### config.mk
export PLATFORM = sky130hd
export DESIGN_NAME = percent_codec_stream_unit
export DESIGN_NICKNAME = d
export VERILOG_FILES = /design/src/rtl/core/pcs_pkg.sv /design/src/rtl/core/pcs_front.sv /design/src/rtl/core/pcs_queue.sv /design/src/rtl/core/pcs_back.sv /design/src/rtl/core/percent_codec_stream_unit.sv
export SDC_FILE = /design/constraint.sdc
export NUM_CORES = 1
export LEC_CHECK = 0
export BUFFER_PORTS_ARGS = -buffer_cell sky130_fd_sc_hd__buf_2
export CORE_ASPECT_RATIO = 0.7
export CORE_MARGIN = 8
export CORE_UTILIZATION = 50
export CTS_CLUSTER_SIZE = 8
export DETAILED_ROUTE_END_ITERATION = 16
export PLACE_DENSITY = 0.74
export SLEW_MARGIN = 20
export SYNTH_ARGS = -nofsm -noshare
export SYNTH_HDL_FRONTEND = slang
export SYNTH_SLANG_ARGS = --single-unit
### constraint.sdc
create_clock -name clk_i -period 3.9 [get_ports clk_i]
set_clock_uncertainty 0.1 [all_clocks]
set_input_delay 0.78 -clock clk_i [delete_from_list [all_inputs] [get_ports clk_i]]
set_output_delay 0.78 -clock clk_i [all_outputs]
set_load 0.05 [all_outputs]
### src/rtl/core/pcs_pkg.sv
package pcs_pkg;

  localparam logic [7:0] PctChar = 8'h25;

  typedef enum logic [1:0] {
    HeldNone  = 2'd0,
    HeldPct   = 2'd1,
    HeldDigit = 2'd2
  } held_e;

  typedef struct packed {
    logic [2:0][7:0] bytes;
    logic [1:0]      cnt;
    logic            last;
  } job_t;

  function automatic logic is_unreserved(input logic [7:0] c);
    logic res;
    res = (c inside {[8'h30:8'h39], [8'h41:8'h5A], [8'h61:8'h7A],
                     8'h2D, 8'h5F, 8'h2E, 8'h7E});
    return res;
  endfunction

  function automatic logic is_hex(input logic [7:0] c);
    logic res;
    res = (c inside {[8'h30:8'h39], [8'h41:8'h46], [8'h61:8'h66]});
    return res;
  endfunction

  function automatic logic [3:0] hex_nibble(input logic [7:0] c);
    logic [3:0] v;
    if (c inside {[8'h30:8'h39]}) begin
      v = c[3:0];
    end else begin
      v = 4'(c[3:0] + 4'd9);
    end
    return v;
  endfunction

  function automatic logic [7:0] hex_upper(input logic [3:0] v);
    logic [7:0] c;
    if (v < 4'd10) begin
      c = 8'h30 + {4'd0, v};
    end else begin
      c = 8'h37 + {4'd0, v};
    end
    return c;
  endfunction

endpackage

### src/rtl/core/pcs_front.sv
module pcs_front (
  input  logic          clk_i,
  input  logic          rst_ni,
  input  logic          cfg_we_i,
  input  logic          cfg_data_i,
  input  logic          in_valid_i,
  input  logic [7:0]    in_byte_i,
  input  logic          in_last_i,
  input  logic          q_full_i,
  output logic          in_stall_o,
  output logic          push_o,
  output pcs_pkg::job_t job_o
);

  logic              mode_q;
  pcs_pkg::held_e    held_q, held_d;
  logic [7:0]        digit_q;
  logic              accept;
  logic              b_hex;
  logic              b_pct;

  assign in_stall_o = q_full_i;
  assign accept     = in_valid_i && !q_full_i;
  assign b_hex      = pcs_pkg::is_hex(in_byte_i);
  assign b_pct      = (in_byte_i == pcs_pkg::PctChar) && !in_last_i;

  always_comb begin
    job_o       = '0;
    job_o.last  = in_last_i;
    held_d      = pcs_pkg::HeldNone;
    if (!mode_q) begin
      if (pcs_pkg::is_unreserved(in_byte_i)) begin
        job_o.bytes[0] = in_byte_i;
        job_o.cnt      = 2'd1;
      end else begin
        job_o.bytes[0] = pcs_pkg::PctChar;
        job_o.bytes[1] = pcs_pkg::hex_upper(in_byte_i[7:4]);
        job_o.bytes[2] = pcs_pkg::hex_upper(in_byte_i[3:0]);
        job_o.cnt      = 2'd3;
      end
    end else begin
      case (held_q)
        pcs_pkg::HeldPct: begin
          if (b_hex && !in_last_i) begin
            held_d = pcs_pkg::HeldDigit;
          end else if (b_pct) begin
            job_o.bytes[0] = pcs_pkg::PctChar;
            job_o.cnt      = 2'd1;
            held_d         = pcs_pkg::HeldPct;
          end else begin
            job_o.bytes[0] = pcs_pkg::PctChar;
            job_o.bytes[1] = in_byte_i;
            job_o.cnt      = 2'd2;
          end
        end
        pcs_pkg::HeldDigit: begin
          if (b_hex) begin
            job_o.bytes[0] = {pcs_pkg::hex_nibble(digit_q), pcs_pkg::hex_nibble(in_byte_i)};
            job_o.cnt      = 2'd1;
          end else if (b_pct) begin
            job_o.bytes[0] = pcs_pkg::PctChar;
            job_o.bytes[1] = digit_q;
            job_o.cnt      = 2'd2;
            held_d         = pcs_pkg::HeldPct;
          end else begin
            job_o.bytes[0] = pcs_pkg::PctChar;
            job_o.bytes[1] = digit_q;
            job_o.bytes[2] = in_byte_i;
            job_o.cnt      = 2'd3;
          end
        end
        default: begin
          if (b_pct) begin
            held_d = pcs_pkg::HeldPct;
          end else begin
            job_o.bytes[0] = in_byte_i;
            job_o.cnt      = 2'd1;
          end
        end
      endcase
    end
  end

  assign push_o = accept && (job_o.cnt != 2'd0);

  always_ff @(posedge clk_i or negedge rst_ni) begin
    if (!rst_ni) begin
      mode_q <= 1'b0;
      held_q <= pcs_pkg::HeldNone;
    end else if (cfg_we_i) begin
      mode_q <= cfg_data_i;
      held_q <= pcs_pkg::HeldNone;
    end else if (accept) begin
      held_q <= held_d;
    end
  end

  always_ff @(posedge clk_i) begin
    if (accept && held_d == pcs_pkg::HeldDigit) begin
      digit_q <= in_byte_i;
    end
  end

endmodule

### src/rtl/core/pcs_queue.sv
module pcs_queue (
  input  logic          clk_i,
  input  logic          rst_ni,
  input  logic          push_i,
  input  pcs_pkg::job_t job_i,
  output logic          full_o,
  input  logic          pop_i,
  output pcs_pkg::job_t job_o,
  output logic          empty_o
);

  pcs_pkg::job_t mem_q [2];
  logic          wr_ptr_q, rd_ptr_q;
  logic [1:0]    count_q;

  assign full_o  = (count_q == 2'd2);
  assign empty_o = (count_q == 2'd0);
  assign job_o   = mem_q[rd_ptr_q];

  always_ff @(posedge clk_i or negedge rst_ni) begin
    if (!rst_ni) begin
      wr_ptr_q <= 1'b0;
      rd_ptr_q <= 1'b0;
      count_q  <= 2'd0;
    end else begin
      if (push_i) begin
        wr_ptr_q <= ~wr_ptr_q;
      end
      if (pop_i) begin
        rd_ptr_q <= ~rd_ptr_q;
      end
      case ({push_i, pop_i})
        2'b10:   count_q <= count_q + 2'd1;
        2'b01:   count_q <= count_q - 2'd1;
        default: count_q <= count_q;
      endcase
    end
  end

  always_ff @(posedge clk_i) begin
    if (push_i) begin
      mem_q[wr_ptr_q] <= job_i;
    end
  end

endmodule

### src/rtl/core/pcs_back.sv
module pcs_back (
  input  logic          clk_i,
  input  logic          rst_ni,
  input  pcs_pkg::job_t job_i,
  input  logic          empty_i,
  output logic          pop_o,
  output logic          out_valid_o,
  input  logic          out_stall_i,
  output logic [7:0]    out_byte_o,
  output logic          run_end_o,
  output logic          stream_end_o
);

  logic       valid_q;
  logic [7:0] byte_q;
  logic       run_end_q, stream_end_q;
  logic [1:0] idx_q;
  logic       load;
  logic       fin;

  assign load  = !empty_i && (!valid_q || !out_stall_i);
  assign fin   = (idx_q == (job_i.cnt - 2'd1));
  assign pop_o = load && fin;

  assign out_valid_o  = valid_q;
  assign out_byte_o   = byte_q;
  assign run_end_o    = run_end_q;
  assign stream_end_o = stream_end_q;

  always_ff @(posedge clk_i or negedge rst_ni) begin
    if (!rst_ni) begin
      valid_q <= 1'b0;
      idx_q   <= 2'd0;
    end else begin
      if (load) begin
        valid_q <= 1'b1;
        idx_q   <= fin ? 2'd0 : idx_q + 2'd1;
      end else if (!out_stall_i) begin
        valid_q <= 1'b0;
      end
    end
  end

  always_ff @(posedge clk_i) begin
    if (load) begin
      byte_q       <= job_i.bytes[idx_q];
      run_end_q    <= fin;
      stream_end_q <= fin && job_i.last;
    end
  end

endmodule

### src/rtl/core/percent_codec_stream_unit.sv
// The first result byte of an accepted request passes through a queue entry, then the output register.
// Throughput: one result byte per cycle from the single output register while not stalled;
// a request yields 1 to 3 bytes (its result count); a request with no result pushes no job.
// A two-entry queue between classifier and serializer absorbs output stalls.
// Reset (async, active low) selects encode mode, drops any held escape and empties the queue.
module percent_codec_stream_unit (
  input  logic       clk_i,
  input  logic       rst_ni,
  input  logic       cfg_we_i,
  input  logic       cfg_data_i,
  input  logic       in_valid_i,
  output logic       in_stall_o,
  input  logic [7:0] in_byte_i,
  input  logic       in_last_i,
  output logic       out_valid_o,
  input  logic       out_stall_i,
  output logic [7:0] out_byte_o,
  output logic       run_end_o,
  output logic       stream_end_o
);

  pcs_pkg::job_t job_in, job_out;
  logic          push, pop, full, empty;

  pcs_front u_front (
    .clk_i      (clk_i),
    .rst_ni     (rst_ni),
    .cfg_we_i   (cfg_we_i),
    .cfg_data_i (cfg_data_i),
    .in_valid_i (in_valid_i),
    .in_byte_i  (in_byte_i),
    .in_last_i  (in_last_i),
    .q_full_i   (full),
    .in_stall_o (in_stall_o),
    .push_o     (push),
    .job_o      (job_in)
  );

  pcs_queue u_queue (
    .clk_i   (clk_i),
    .rst_ni  (rst_ni),
    .push_i  (push),
    .job_i   (job_in),
    .full_o  (full),
    .pop_i   (pop),
    .job_o   (job_out),
    .empty_o (empty)
  );

  pcs_back u_back (
    .clk_i        (clk_i),
    .rst_ni       (rst_ni),
    .job_i        (job_out),
    .empty_i      (empty),
    .pop_o        (pop),
    .out_valid_o  (out_valid_o),
    .out_stall_i  (out_stall_i),
    .out_byte_o   (out_byte_o),
    .run_end_o    (run_end_o),
    .stream_end_o (stream_end_o)
  );

endmodule

==> metrics, run 1 <==
Max Fanout on Critical Path 27; Crit Path Class in2reg; Crit path required time 3.76 ns; Via-to-Cell Ratio 6.01; Period minus WS final 3.63 ns; gr usage total 0.167; vias after detailed routing 3,082; post-cts hold buffer count 0; Critical Path Sink u_queue.mem_q[1][8]; Yosys reg bits 82; Yosys top cell area share 0.502; Place WS -0.0911 ns; Post-DRT Antenna Nets 0; Post-synth ARST share 0.122; maximum VDD drop 327 uV; # IOs 27; most frequent cells in the layout edfxtp_1 (72), buf_4 (29), nand2_1 (26), buf_2 (26), nor2_1 (23); static leakage 1.96 nW; clock latency on the worst-skew pair 0.34 ns; share of cells above drive strength 1 0.248; WL final 9.64 mm; Reg2Reg Setup Slack 0.86 ns; core area 0.00841 mm^2; routability cong. 0.894; cell internal pwr 0.00215 W; Post-Place Cells 497; Sw Share 0.343; row count 28; initial antenna violation count 0; PostCTS Resize Cnt 0; CTS Sinks 82; cell taking the most area after synthesis edfxtp_1; Root Driver clkbuf_16; TritonCTS clock tree built; design area 0.00511 mm^2; first-pass GRT wire length 15.3 mm; Clock Power Share 0.269; setup TNS 0 ns; TritonCTS Buffers 9; DRT iter0 DRCs 352; post-synthesis sequential area ratio 0.560; Critical Path End Type register; worst path arrival time 3.48 ns; first drt pass iteration count 6; WHS 0.198 ns; vias in the first global route 2,932; r2r endpoint u_queue.mem_q[1][8]; setup bufs post-CTS 0; Syn Inst Count 353; die area 0.0119 mm^2; most common cell after layout, fill and taps aside edfxtp_1; total grt overflow 0; worst r2r src u_front.held_q[0]; Post-Syn Nets 384; Post-DP Area 0.00479 mm^2; Cell Pwr Density 642 mW/mm^2; CTS H-tree lvls 3; Clock Path Buffers 2; Primary FF master, synth edfxtp_1; net switching power 0.00113 W; HP Class in2async; Avg Inst Size Synth 12.2 um^2; DP Wirelength 7.11 mm; unrepaired setup endpoints after global routing false; Worst setup startpoint in_byte_i[1]; DIE WIDTH 127 um; slew at the pin closest to its max-slew limit 0.753 ns; MaxCap Viol Count 0; status complete, no violations; DRC viols 0; post-synthesis cell area 0.00431 mm^2; Post-synth EDFFs 72; Reg power frac 0.423; largest net degree at the start of global routing 28; CP Launch Type input port; r2r worst-path depth 9; f_max 276 MHz; slew margin rel. 0.497; Setup WS post-layout 0.275 ns; Syn. warnings 0; Cell variety after synth 59; Layout Cells excl Fill 513; Area Growth Syn to Fin 18.6%; final worst-path cycle share 0.930; chip height 93.7 um; Fin. Hold Viols 0; Diodes inserted 0; clock-pin slew of the registers on the worst-case setup and hold paths 0.07 ns; Logic pwr share 0.308; post-DR wirelength/cell 18.8 um; Port-buffer cells 26; Final Setup Violations 0; count of pins over their slew limit 0; Nets 434; Initial Utilization 0.513; Area contributors post-synth edfxtp_1 (50%), dfrtp_1 (5.8%), ha_1 (4.6%), mux4_2 (4.2%), mux2i_1 (2.3%)
[per-layer routing]
metal / vias up / routed length (um) / track usage
met5: - / 0 / 0
met4: 0 / 131 / 0.0473
met3: 15 / 779 / 0.0482
met2: 121 / 4390 / 0.264
met1: 1501 / 4340 / 0.221
li1: 1445 / - / -
[per-stage QoR]
step	power (W)	util
CTS	0.00331	0.608
floorplan	0.00216	-
global route	0.00342	0.608
detailed placement	0.00243	0.570
finish	0.00328	0.608
global placement	0.00239	0.570
[how the worst min path moves through the flow]
stage,from,slack (ns),endpoint,cells after the start
floorplan,u_queue.count_q[1],0.37,u_queue.count_q[1],1
global placement,u_back.out_valid_o,0.36,u_back.out_valid_o,2
detailed placement,u_back.out_valid_o,0.39,u_back.out_valid_o,2
CTS,rst_ni,0.19,u_queue.count_q[0],1
global route,rst_ni,0.21,u_queue.rd_ptr_q,1
finish,rst_ni,0.20,u_queue.count_q[0],1
[synthesized netlist by cell type (8+ instances only)]
master and instances:
a21oi_1 16, clkbuf_1 12, inv_1 24, mux4_2 8, dfrtp_1 10, nor2_1 26
o22ai_1 10, nand2_1 26, o21ai_0 16, edfxtp_1 72, ha_1 16, mux2i_1 10
a221o_1 8
[area by class of cell]
class	instances	area [um^2]
repair buffers	56	368
multi-input cells	230	1790
fillers	664	3300
inverters	24	90.1
clock buffers	10	239
clock inverters	6	81.3
well taps	105	131
flip-flops and latches	82	2410
[state kept, by name, summed over array words and instances, names as in the netlist]
signal / count
u_back.stream_end_o: 1
u_queue.rd_ptr_q: 1
u_queue.wr_ptr_q: 1
u_front.held_q: 2
u_queue.count_q: 2
u_back.run_end_o: 1
u_front.mode_q: 1
u_back.out_byte_o: 8
u_front.digit_q: 8
u_back.out_valid_o: 1
u_queue.mem_q: 54
u_back.idx_q: 2
[kinds of logic after synthesis]
group / count (synthesis) / synth area share
mux: 20 / 0.0703
flops: 82 / 0.560
xor+xnor: 10 / 0.0203
compound gates: 88 / 0.149
simple gates: 96 / 0.117
fa+ha+maj: 16 / 0.0465
buf+inv: 41 / 0.0375
[power groups by stage]
stage	Sequential, W	Combinational (W)	Clock [W]
after floorplan	0.00154	0.000617	0
after global placement	0.00140	0.000992	0
after detailed placement	0.00141	0.00102	0
after CTS	0.00139	0.00102	0.000892
after global routing	0.00142	0.00108	0.000922
final	0.00139	0.00101	0.000881
[critical path, cell delays in order]
cell and delay (ns):
buf_2 0.10, inv_2 0.06, ha_4 0.15, or4b_4 0.54, a311oi_2 0.24, a21oi_2 0.08
or4_1 0.54, nand2_1 0.15, o41ai_4 0.11, buf_12 0.15, nor2_4 0.57
(Power assumes the default switching activity.)
==> run 2: changes to the inputs <==
CTS_BUF_LIST = sky130_fd_sc_hd__clkbuf_4   (was unset)
SLEW_MARGIN = unset   (was 20)
==> run 2 against run 1 <==
Compared with the run above:
- register-to-register slack got worse by 0.04 ns
- sequential cell count is the same
- cell count unchanged
- clock power decreased by 41%
- first-iteration DRC count up 16%
- cell area decreased by 3.3%
- clock-buffer cell count down 1
==> metrics, run 2 (synthesis gave the netlist of run 1 again) <==
static leakage 1.88 nW (-3.8%); Buf+Inv Stages, Crit Path 3 (unchanged); Cell Pwr Density 590 mW/mm^2 (-8.1%); delay-heaviest family, CP simple AND/OR/NAND/NOR gates; Fin. Hold Viols 0 (unchanged); MaxCap Viol Count 0 (unchanged); vias after detailed routing 3,038 (-1.4%); largest reg by FF count u_queue.mem_q; maximum VDD drop 238 uV (-27%); Max Fanout on Critical Path 27 (unchanged); f_max 285 MHz (+3.4%); Area Growth Syn to Fin 14.7%; DRT iter0 DRCs 410 (+16%); Worst setup startpoint in_byte_i[1]; slew margin rel. 0.499 (+0.00291); TritonCTS clock tree built; Period minus WS final 3.51 ns (-0.118 ns); r2r worst-path depth 9 (unchanged); DRC viols 0 (unchanged); CTS Sinks 82 (unchanged); final worst-path cycle share 0.899 (-0.0302); slew at the pin closest to its max-slew limit 0.749 ns (-0.00435 ns); status complete, no violations; worst r2r src u_front.held_q[0]; setup bufs post-CTS 0 (unchanged); initial antenna violation count 0 (unchanged); Post-Place Cells 497 (unchanged); Initial Utilization 0.513 (unchanged); WL final 9.56 mm (-0.77%); core area 0.00841 mm^2 (unchanged); Root Driver clkbuf_4; CP Launch Type input port; gr usage total 0.166 (-0.00138); Diodes inserted 0 (unchanged); die area 0.0119 mm^2 (unchanged); Reg2Reg Setup Slack 0.82 ns (-0.04 ns); post-cts hold buffer count 0 (unchanged); Clock Path Buffers 2 (unchanged); row count 28 (unchanged); Via-to-Cell Ratio 5.92 (-1.4%); clock-pin slew of the registers on the worst-case setup and hold paths 0.15 ns (+0.08 ns); HP Class in2async; chip height 93.7 um (unchanged); post-DR wirelength/cell 18.6 um (-0.77%); Post-DRT Antenna Nets 0 (unchanged); Crit path required time 3.87 ns (+0.11 ns); vias in the first global route 2,881 (-1.7%); r2r endpoint u_queue.mem_q[0][7]; max reg flops 54 (unchanged); DIE WIDTH 127 um (unchanged); most frequent cells in the layout edfxtp_1 (72), buf_4 (29), nand2_1 (26), buf_2 (26), nor2_1 (23); clock latency on the worst-skew pair 0.45 ns (+0.11 ns); Critical Path Sink u_queue.mem_q[0][7]; Critical Path End Type register; max incr delay on CP 0.57 ns (about the same); largest net degree at the start of global routing 28 (unchanged); TritonCTS Buffers 9 (unchanged); most common cell after layout, fill and taps aside edfxtp_1; Final Setup Violations 0 (unchanged); unrepaired setup endpoints after global routing false; setup TNS 0 ns (unchanged); CTS H-tree lvls 3 (unchanged); crit-path cells buf_2 -> inv_2 -> ha_4 -> or4b_4 -> a311oi_2 -> a21oi_2 -> or4_1 -> nand2_1 -> o41ai_4 -> buf_12 -> nor2_4; Nets 434 (unchanged); share of cells above drive strength 1 0.245 (-0.00245); Port-buffer cells 26 (unchanged); DP Wirelength 7.11 mm (unchanged); first drt pass iteration count 5 (-1); PostCTS Resize Cnt 0 (unchanged); CP max-delay cell nor2_4; Layout Cells excl Fill 513 (unchanged); total grt overflow 0 (unchanged); worst path arrival time 3.48 ns (about the same); first-pass GRT wire length 15.2 mm (-0.81%); routability cong. 0.894 (unchanged); # IOs 27 (unchanged); Crit Path Class in2reg; instance count on the critical path 11 (unchanged); count of pins over their slew limit 0 (unchanged)
[run 2: changes by cell type in the layout (fill, tap and decap cells not counted)]
cell       previous run  this run
clkbuf_16             9         0
clkbuf_4              0         9
clkbuf_8              1         0
clkinv_1              0         1
[run 2: power by group]
part           leakage [nW]  switching (W)  internal [W]
clock                0.0817       0.000317      0.000206
sequential            0.793       0.000141       0.00124
combinational          1.01       0.000626      0.000380
[run 2: cell type report]
class                           count  area (um^2)
Clock inverter                      7         85.1
Timing Repair Buffer               56          368
Inverter                           24         90.1
Tap cell                          105          131
Multi-Input combinational cell    230         1790
Sequential cell                    82         2410
Fill cell                         689         3470
Clock buffer                        9         67.6
[run 2: how the worst min path moves through the flow]
stage / startpoint / to / slack [ns] / cells after the start
after floorplan: u_queue.count_q[1] / u_queue.count_q[1] / 0.37 / 1
after detailed placement: u_back.out_valid_o / u_back.out_valid_o / 0.39 / 2
final: rst_ni / u_queue.count_q[0] / 0.06 / 1
after global placement: u_back.out_valid_o / u_back.out_valid_o / 0.36 / 2
after global routing: rst_ni / u_queue.count_q[0] / 0.06 / 1
after CTS: rst_ni / u_queue.count_q[0] / 0.05 / 1
[run 2: through the flow]
stage,power (W),worst slack [ns],utilization,hold WS [ns],cell area [um^2]
after floorplan,0.00216,0.0108,-,0.371,4370
after global placement,0.00239,-0.0503,0.570,0.363,4790
after detailed placement,0.00243,-0.0911,0.570,0.385,4790
after CTS,0.00294,0.379,0.588,0.0513,4940
after global routing,0.00306,0.228,0.588,0.0575,4940
final,0.00291,0.393,0.588,0.0597,4940
[run 2: layer usage]
layer	track usage	share of wire	vias up
li1	-	-	1444
met3	0.0408	0.063	18
met1	0.222	0.47	1483
met4	0.0434	0.018	0
met5	0	0	-
met2	0.266	0.45	93
